[src/design/deq_pkg.sv]
// ----------------------------------------------------------------------------
// Double-ended queue package
// Shared types and constants for the ring-buffer deque and its testbench.
// ----------------------------------------------------------------------------
package deq_pkg;

  // Default configuration.
  localparam int DEPTH_DEF     = 16;
  localparam int WORD_BITS_DEF = 32;

  // Fixed field widths of the stream interface.
  localparam int KIND_W      = 3;
  localparam int VALUE_W     = 32;
  localparam int STATUS_W    = 2;
  localparam int POS_W       = 4;
  localparam int OCC_W       = 5;
  localparam int IN_TDATA_W  = 32;
  localparam int IN_TUSER_W  = 3;
  localparam int OUT_TDATA_W = 48;
  localparam int OUT_TUSER_W = 3;

  typedef enum logic [KIND_W-1:0] {
    K_PUSH_FRONT = 3'd0,
    K_PUSH_REAR  = 3'd1,
    K_POP_FRONT  = 3'd2,
    K_POP_REAR   = 3'd3,
    K_PEEK_FRONT = 3'd4,
    K_PEEK_REAR  = 3'd5,
    K_SEARCH     = 3'd6,
    K_COUNT      = 3'd7
  } kind_t;

  typedef enum logic [STATUS_W-1:0] {
    ST_OK    = 2'd0,
    ST_EMPTY = 2'd1,
    ST_FULL  = 2'd2,
    ST_MISS  = 2'd3
  } status_t;

  typedef enum logic [1:0] {
    S_IDLE,
    S_RDWAIT,
    S_SCAN,
    S_HOLD
  } state_t;

  // One result item.
  typedef struct packed {
    status_t             status;
    logic [VALUE_W-1:0]  value;
    logic                found;
    logic [POS_W-1:0]    position;
    logic [OCC_W-1:0]    occupancy;
  } result_t;

endpackage

[src/design/deq_ram.sv]
// ----------------------------------------------------------------------------
// Deque ring storage
// Generic single-write, single-read RAM with a registered read port.
// ----------------------------------------------------------------------------
module deq_ram #(
  parameter int WIDTH = 32,
  parameter int DEPTH = 16
) (
  input  logic                     clk,
  input  logic                     we,
  input  logic [$clog2(DEPTH)-1:0] waddr,
  input  logic [WIDTH-1:0]         wdata,
  input  logic [$clog2(DEPTH)-1:0] raddr,
  output logic [WIDTH-1:0]         rdata
);

  logic [WIDTH-1:0] mem [DEPTH];

  always_ff @(posedge clk) begin
    if (we) begin
      mem[waddr] <= wdata;
    end
    rdata <= mem[raddr];
  end

endmodule

[src/design/double_ended_queue.sv]
// ----------------------------------------------------------------------------
// Double-ended queue
// Ring-buffer deque of words with push, pop, peek, search and count requests.
// ----------------------------------------------------------------------------
// The block holds up to DEPTH words of WORD_BITS bits in one synchronous RAM
// used as a ring, with a front pointer and an entry count in flip-flops. Each
// request transfer on the slave side names an operation in tuser and carries a
// word in tdata; exactly one result transfer follows on the master side, in
// request order. Pushes, count requests and every refused request (push into a
// full queue, pop, peek or search on an empty one) finish in the cycle they
// are accepted, and a new request can be taken every cycle while their results
// can leave. Pops and peeks wait for the registered RAM read, so no new request
// is taken until the read data has returned. A search reads the ring one entry
// per cycle from the front, pipelined against the compare, and takes no new
// request until a match or the last held entry ends it. Results go through an
// output register, so a new request is accepted while a finished result still
// waits for the master side; only when a second result is ready before the
// first has left does the block hold it and pause intake. Only entries that a
// push has written are ever used, so the RAM needs no clearing after reset.
// Words pushed are the low WORD_BITS bits of the request word; popped and
// peeked words are returned sign-extended from WORD_BITS to 32 bits. Position
// and occupancy are reported in their low bits only.
// ----------------------------------------------------------------------------
module double_ended_queue #(
  parameter int DEPTH     = deq_pkg::DEPTH_DEF,
  parameter int WORD_BITS = deq_pkg::WORD_BITS_DEF
) (
  input  logic                            clk,
  input  logic                            rst,
  // Request stream.
  input  logic                            s_axis_tvalid,
  output logic                            s_axis_tready,
  input  logic [deq_pkg::IN_TDATA_W-1:0]  s_axis_tdata,  // [31:0] value_in
  input  logic [deq_pkg::IN_TUSER_W-1:0]  s_axis_tuser,  // [2:0] kind
  // Result stream.
  output logic                            m_axis_tvalid,
  input  logic                            m_axis_tready,
  output logic [deq_pkg::OUT_TDATA_W-1:0] m_axis_tdata,  // [31:0] value_out,
                                                         // [35:32] position,
                                                         // [40:36] occupancy,
                                                         // [47:41] zero
  output logic [deq_pkg::OUT_TUSER_W-1:0] m_axis_tuser   // [1:0] status, [2] found
);

  import deq_pkg::*;

  localparam int PTR_W = $clog2(DEPTH);
  localparam int CNT_W = $clog2(DEPTH + 1);

  // Ring index of the entry at a given offset from a base pointer. The sum
  // stays below twice the depth, so one compare and subtract wraps it.
  function automatic logic [PTR_W-1:0] ring_add(input logic [PTR_W-1:0] base,
                                                 input logic [CNT_W-1:0] off);
    logic [CNT_W:0] sum;
    sum = (CNT_W+1)'(base) + (CNT_W+1)'(off);
    if (sum >= (CNT_W+1)'(DEPTH)) begin
      sum = sum - (CNT_W+1)'(DEPTH);
    end
    return sum[PTR_W-1:0];
  endfunction

  // Control state.
  state_t           state;
  state_t           state_next;
  logic [PTR_W-1:0] front;
  logic [PTR_W-1:0] front_next;
  logic [CNT_W-1:0] count;
  logic [CNT_W-1:0] count_next;

  // Search scan: read issue index, and the index whose data returns now.
  logic [CNT_W-1:0] scan_rd;
  logic [CNT_W-1:0] scan_rd_next;
  logic             cmp_pend;
  logic             cmp_pend_next;
  logic [CNT_W-1:0] cmp_idx;
  logic [CNT_W-1:0] cmp_idx_next;
  logic [WORD_BITS-1:0] key;

  // RAM port.
  logic                 ram_we;
  logic [PTR_W-1:0]     ram_waddr;
  logic [WORD_BITS-1:0] ram_wdata;
  logic [PTR_W-1:0]     ram_raddr;
  logic [WORD_BITS-1:0] ram_rdata;

  // Result path.
  logic    fin_valid;
  result_t fin;
  result_t held;
  result_t out_res;
  logic    out_free;
  logic    load_fin;
  logic    load_held;

  logic                 s_fire;
  kind_t                req_kind;
  logic [WORD_BITS-1:0] req_word;
  logic                 empty;
  logic                 full;
  logic                 scan_hit;
  logic                 scan_end;

  assign s_axis_tready = (state == S_IDLE);
  assign s_fire        = s_axis_tvalid && s_axis_tready;
  assign req_kind      = kind_t'(s_axis_tuser);
  assign req_word      = WORD_BITS'(s_axis_tdata);
  assign empty         = (count == '0);
  assign full          = (count == CNT_W'(DEPTH));
  assign out_free      = !m_axis_tvalid || m_axis_tready;
  assign scan_hit      = cmp_pend && (ram_rdata == key);
  assign scan_end      = cmp_pend && (scan_rd == count);

  deq_ram #(
    .WIDTH (WORD_BITS),
    .DEPTH (DEPTH)
  ) u_ram (
    .clk   (clk),
    .we    (ram_we),
    .waddr (ram_waddr),
    .wdata (ram_wdata),
    .raddr (ram_raddr),
    .rdata (ram_rdata)
  );

  // Next state.
  always_comb begin
    state_next = state;
    unique case (state)
      S_IDLE: begin
        if (s_fire) begin
          if (!empty && (req_kind == K_POP_FRONT || req_kind == K_POP_REAR ||
                         req_kind == K_PEEK_FRONT || req_kind == K_PEEK_REAR)) begin
            state_next = S_RDWAIT;
          end else if (!empty && req_kind == K_SEARCH) begin
            state_next = S_SCAN;
          end else if (!out_free) begin
            state_next = S_HOLD;
          end
        end
      end
      S_RDWAIT: begin
        state_next = out_free ? S_IDLE : S_HOLD;
      end
      S_SCAN: begin
        if (fin_valid) begin
          state_next = out_free ? S_IDLE : S_HOLD;
        end
      end
      S_HOLD: begin
        if (out_free) begin
          state_next = S_IDLE;
        end
      end
      default: begin
        state_next = S_IDLE;
      end
    endcase
  end

  // Datapath control, RAM accesses and the finished result.
  always_comb begin
    front_next    = front;
    count_next    = count;
    scan_rd_next  = scan_rd;
    cmp_pend_next = 1'b0;
    cmp_idx_next  = scan_rd;
    ram_we        = 1'b0;
    ram_waddr     = front;
    ram_wdata     = req_word;
    ram_raddr     = front;
    fin_valid     = 1'b0;
    fin           = '0;
    fin.status    = ST_OK;

    unique case (state)
      S_IDLE: begin
        if (s_fire) begin
          unique case (req_kind)
            K_PUSH_FRONT, K_PUSH_REAR: begin
              fin_valid = 1'b1;
              if (full) begin
                fin.status = ST_FULL;
              end else begin
                ram_we     = 1'b1;
                count_next = count + 1'b1;
                if (req_kind == K_PUSH_FRONT) begin
                  front_next = (front == '0) ? PTR_W'(DEPTH - 1) : front - 1'b1;
                  ram_waddr  = front_next;
                end else begin
                  ram_waddr = ring_add(front, count);
                end
              end
            end
            K_POP_FRONT, K_POP_REAR, K_PEEK_FRONT, K_PEEK_REAR: begin
              if (empty) begin
                fin_valid  = 1'b1;
                fin.status = ST_EMPTY;
              end else begin
                if (req_kind == K_POP_FRONT || req_kind == K_PEEK_FRONT) begin
                  ram_raddr = front;
                end else begin
                  ram_raddr = ring_add(front, count - 1'b1);
                end
                if (req_kind == K_POP_FRONT) begin
                  front_next = ring_add(front, CNT_W'(1));
                  count_next = count - 1'b1;
                end else if (req_kind == K_POP_REAR) begin
                  count_next = count - 1'b1;
                end
              end
            end
            K_SEARCH: begin
              scan_rd_next = '0;
              if (empty) begin
                fin_valid  = 1'b1;
                fin.status = ST_EMPTY;
              end
            end
            K_COUNT: begin
              fin_valid = 1'b1;
            end
            default: begin
              fin_valid = 1'b1;
            end
          endcase
        end
      end
      S_RDWAIT: begin
        fin_valid = 1'b1;
        fin.value = VALUE_W'(signed'(ram_rdata));
      end
      S_SCAN: begin
        // Issue one read per cycle while entries remain; the compare of the
        // entry read in the previous cycle runs alongside.
        ram_raddr = ring_add(front, scan_rd);
        if (scan_rd != count) begin
          scan_rd_next  = scan_rd + 1'b1;
          cmp_pend_next = 1'b1;
        end
        if (scan_hit) begin
          fin_valid    = 1'b1;
          fin.found    = 1'b1;
          fin.position = POS_W'(cmp_idx);
        end else if (scan_end) begin
          fin_valid  = 1'b1;
          fin.status = ST_MISS;
        end
      end
      S_HOLD: begin
        fin_valid = 1'b0;
      end
      default: begin
        fin_valid = 1'b0;
      end
    endcase

    fin.occupancy = OCC_W'(count_next);
  end

  assign load_fin  = fin_valid && out_free;
  assign load_held = (state == S_HOLD) && out_free;

  always_ff @(posedge clk) begin
    if (rst) begin
      state         <= S_IDLE;
      front         <= '0;
      count         <= '0;
      scan_rd       <= '0;
      cmp_pend      <= 1'b0;
      m_axis_tvalid <= 1'b0;
    end else begin
      state    <= state_next;
      front    <= front_next;
      count    <= count_next;
      scan_rd  <= scan_rd_next;
      cmp_pend <= cmp_pend_next;
      if (load_fin || load_held) begin
        m_axis_tvalid <= 1'b1;
      end else if (m_axis_tready) begin
        m_axis_tvalid <= 1'b0;
      end
    end
  end

  // Payload registers.
  always_ff @(posedge clk) begin
    cmp_idx <= cmp_idx_next;
    if (s_fire) begin
      key <= req_word;
    end
    if (fin_valid && !out_free) begin
      held <= fin;
    end
    if (load_fin) begin
      out_res <= fin;
    end else if (load_held) begin
      out_res <= held;
    end
  end

  assign m_axis_tdata = {7'd0, out_res.occupancy, out_res.position, out_res.value};
  assign m_axis_tuser = {out_res.found, out_res.status};

endmodule

[config.mk]
export PLATFORM = sky130hd
export DESIGN_NAME = double_ended_queue
export DESIGN_NICKNAME = d
export VERILOG_FILES = /design/src/design/deq_pkg.sv /design/src/design/deq_ram.sv /design/src/design/double_ended_queue.sv
export SDC_FILE = /design/constraint.sdc
export NUM_CORES = 1
export LEC_CHECK = 0
export BUFFER_PORTS_ARGS = -buffer_cell sky130_fd_sc_hd__buf_2
export CAP_MARGIN = 20
export CORE_MARGIN = 2
export CORE_UTILIZATION = 40
export DETAILED_ROUTE_END_ITERATION = 8
export HOLD_SLACK_MARGIN = 0.08
export PLACE_DENSITY = 0.56
export SLEW_MARGIN = 20
export SYNTH_ARGS = -nofsm -noshare
export SYNTH_HDL_FRONTEND = slang
export SYNTH_SLANG_ARGS = --single-unit
[constraint.sdc]
create_clock -name clk -period 5.3 [get_ports clk]
set_clock_uncertainty 0.1 [all_clocks]
set_input_delay 0.53 -clock clk [delete_from_list [all_inputs] [get_ports clk]]
set_output_delay 0.53 -clock clk [all_outputs]
set_load 0.02 [all_outputs]
==> impl_metrics.json <==
{
  "status": "finished, final reports clean",
  "post-place-ws_ps": 1110,
  "switching_share": 0.267,
  "fin_nets": 1826,
  "dieArea_um2": 72200,
  "grt_max_degree": 73,
  "drive_above_1_share": 0.162,
  "grt_pass1_vias": 14500,
  "hold_buffers": 0,
  "start_util": 0.403,
  "layout_setup_ws_ps": 1110,
  "yosysTopAreaCell": "edfxtp_1",
  "synth.top_cell.area_share": 0.677,
  "wire_per_inst_um": 23.2,
  "crit_arrival_ps": 4380,
  "grt_use_met3": 0.0277,
  "leakage_nw": 11.7,
  "viasPerCell": 5.14,
  "switchingPower_mw": 3.80,
  "p_clk_frac": 0.360,
  "cts_buffers": 73,
  "drc": 0,
  "period_share": 0.790,
  "met1_usage": 0.244,
  "cts-resized-gates": 0,
  "cts.clk_slew.worst_paths_ps": 60,
  "die_w_um": 269,
  "critPathBufInv": 2,
  "finalHoldViolCount": 0,
  "max-cap-violations": 0,
  "cts_max_path_buffers": 3,
  "ys_async_sr_fraction": 0,
  "clock_latency_ps": 620,
  "yosysMostFrequentCell": "edfxtp_1",
  "grt_overflow": 0,
  "slew_violations": 0,
  "cts_root_buffer": "clkbuf_16",
  "crit_chain": "inv_1 -> ha_1 -> nor3b_1 -> a21o_1 -> nor2_1 -> o21ai_0 -> a22oi_1 -> nand2_1 -> nor2_4 -> buf_4",
  "final_antenna_net_count": 0,
  "numClockSinks": 686,
  "pwr-share-comb": 0.173,
  "syn_inst": 1636,
  "firstDrtPassIters": 5,
  "setup_violations": 0,
  "seqPwrFrac": 0.467,
  "cts_tree": "built",
  "cp_max_fo": 21,
  "dp_hpwl_mm": 39.3,
  "fin_crit_ps": 4190,
  "crit_path_max_incr_delay_ps": 790,
  "grt_first_pass_wirelength_mm": 94.6,
  "drt-total-wl_mm": 64.1,
  "top_usage_layer": "met2",
  "power.density_nw_per_um2": 438,
  "slew_headroom": 0.303,
  "avgSynthCellArea_um2": 17.1,
  "cp-start-kind": "flop",
  "cts_max_level": 3,
  "fmax_ghz": 0.239,
  "cp-end-kind": "flop",
  "path_class": "flop to flop",
  "rows": 97,
  "crit_required_ps": 5490,
  "post_cts_buffers": 0,
  "yosys_register_bits": 686,
  "utilization": 0.467,
  "vias": 14200,
  "port_buffers": 84,
  "vdd_ir_drop_max_mv": 0.300,
  "syn_to_final_growth_pct": 15.9,
  "power.total_mw": 14.2,
  "cellInternalPower_mw": 10.4,
  "grt.total_usage": 0.180,
  "path_delay_family": "simple AND/OR/NAND/NOR gates",
  "synthTopCellsByCount": "edfxtp_1 (632), mux2i_1 (485), dfxtp_1 (54), nor2_1 (43), buf_2 (41)",
  "synthTopCellsByArea": "edfxtp_1 (68%), mux2i_1 (17%), dfxtp_1 (3.9%)",
  "diodes": 0,
  "grt_setup_unrepaired": "false",
  "cp_slowest_cell": "nor2_4",
  "place_congestion": 0.773,
  "setup_tns_ps": 0,
  "yosysUniqueCellTypes": 57,
  "die_h_um": 269,
  "worst_pin_slew_ps": 1020,
  "ioPinCount": 92,
  "use_met2": 0.302,
  "core_area_um2": 69700,
  "synth-edff-count": 632,
  "synth_warnings": 0,
  "seq_area_frac_synth": 0.715,
  "drt_iter0_drc": 1122,
  "min_path_type": "input port to flop",
  "ys.flop_type": "edfxtp_1",
  "synthesis.area_um2": 28000,
  "antenna_found_initial": 3
}
## metrics by stage
stage / instances / hold slack [ps] / instance area, um2
after floorplan: 1642 / 308 / 28100
after global placement: 2619 / 347 / 29800
after detailed placement: 2629 / 350 / 30100
after CTS: 2765 / 175 / 32500
after global routing: 2765 / 194 / 32500
final: 2765 / 204 / 32500
## area by class of cell
| cell class | instances | area (um2) |
|---|---|---|
| clock buffer | 107 | 2070 |
| fill | 6015 | 37200 |
| sequential | 686 | 20100 |
| multi-input combinational | 853 | 7670 |
| clock inverter | 29 | 363 |
| timing repair buffer | 127 | 1080 |
| inverter | 23 | 86.3 |
| tap | 940 | 1180 |
## placed cells by master, fill, tap and decap left out, types with 6 or more instances in the layout
| master | n |
|---|---|
| edfxtp_1 | 632 |
| mux2i_1 | 484 |
| buf_2 | 84 |
| clkbuf_16 | 75 |
| dfxtp_1 | 54 |
| mux2_2 | 39 |
| xnor2_1 | 38 |
| and2_1 | 38 |
| nand2_1 | 30 |
| nor2_1 | 25 |
| clkbuf_1 | 25 |
| inv_1 | 22 |
| a21oi_1 | 22 |
| buf_4 | 22 |
| o21ai_0 | 20 |
| ha_1 | 20 |
| nor2_4 | 18 |
| xor2_1 | 14 |
| nor3_1 | 11 |
| nand4_1 | 11 |
| buf_12 | 11 |
| buf_16 | 10 |
| clkinv_2 | 8 |
| clkinv_1 | 8 |
| nand3_1 | 7 |
| conb_1 | 7 |
| bufinv_16 | 7 |
| clkbuf_8 | 7 |
| nor2b_1 | 6 |
## worst paths after layout
kind              slack [ps]  depth (start not counted)          endpoint             from
hold / removal           200                          2          front[1]              rst
hold reg to reg          360                          0        cmp_idx[3]  cmp_idx_next[3]
setup / recovery        1110                         10  u_ram.mem[6][22]         count[0]
setup reg to reg        1110                         10  u_ram.mem[6][22]         count[0]
## state kept, by name (all words and copies together), names as in the netlist
register	cells
cmp_idx	4
cmp_idx_next	5
cmp_pend	1
count	5
front	4
held	44
key	32
m_axis_tdata	41
m_axis_tuser	3
m_axis_tvalid	1
state	2
u_ram.mem	512
u_ram.rdata	32
## power groups by stage
stage	Sequential [mW]	Combinational (mW)	Clock, mW
4_1_cts	6.66	2.53	5.24
6_report	6.66	2.47	5.12
3_3_place_gp	6.77	2.48	0
3_5_place_dp	6.77	2.52	0
2_1_floorplan	6.96	1.39	0
5_1_grt	6.69	2.68	5.45
## metal layers
layer	wire length [um]	part of all wire
met5	13	0.00020
met4	1290	0.020
met3	2420	0.038
met2	31400	0.49
met1	29000	0.45
## logic make-up after synthesis
family / share of synthesized area
xor gates and xnor gates: 0.0162
other: 0.000134
adders and majority gates: 0.0111
muxes: 0.189
DFF: 0.715
buffers and inverters: 0.0191
AOI/OAI and AO/OA: 0.0207
and+or+nand+nor: 0.0284
Power figures use the tool's default switching activity.
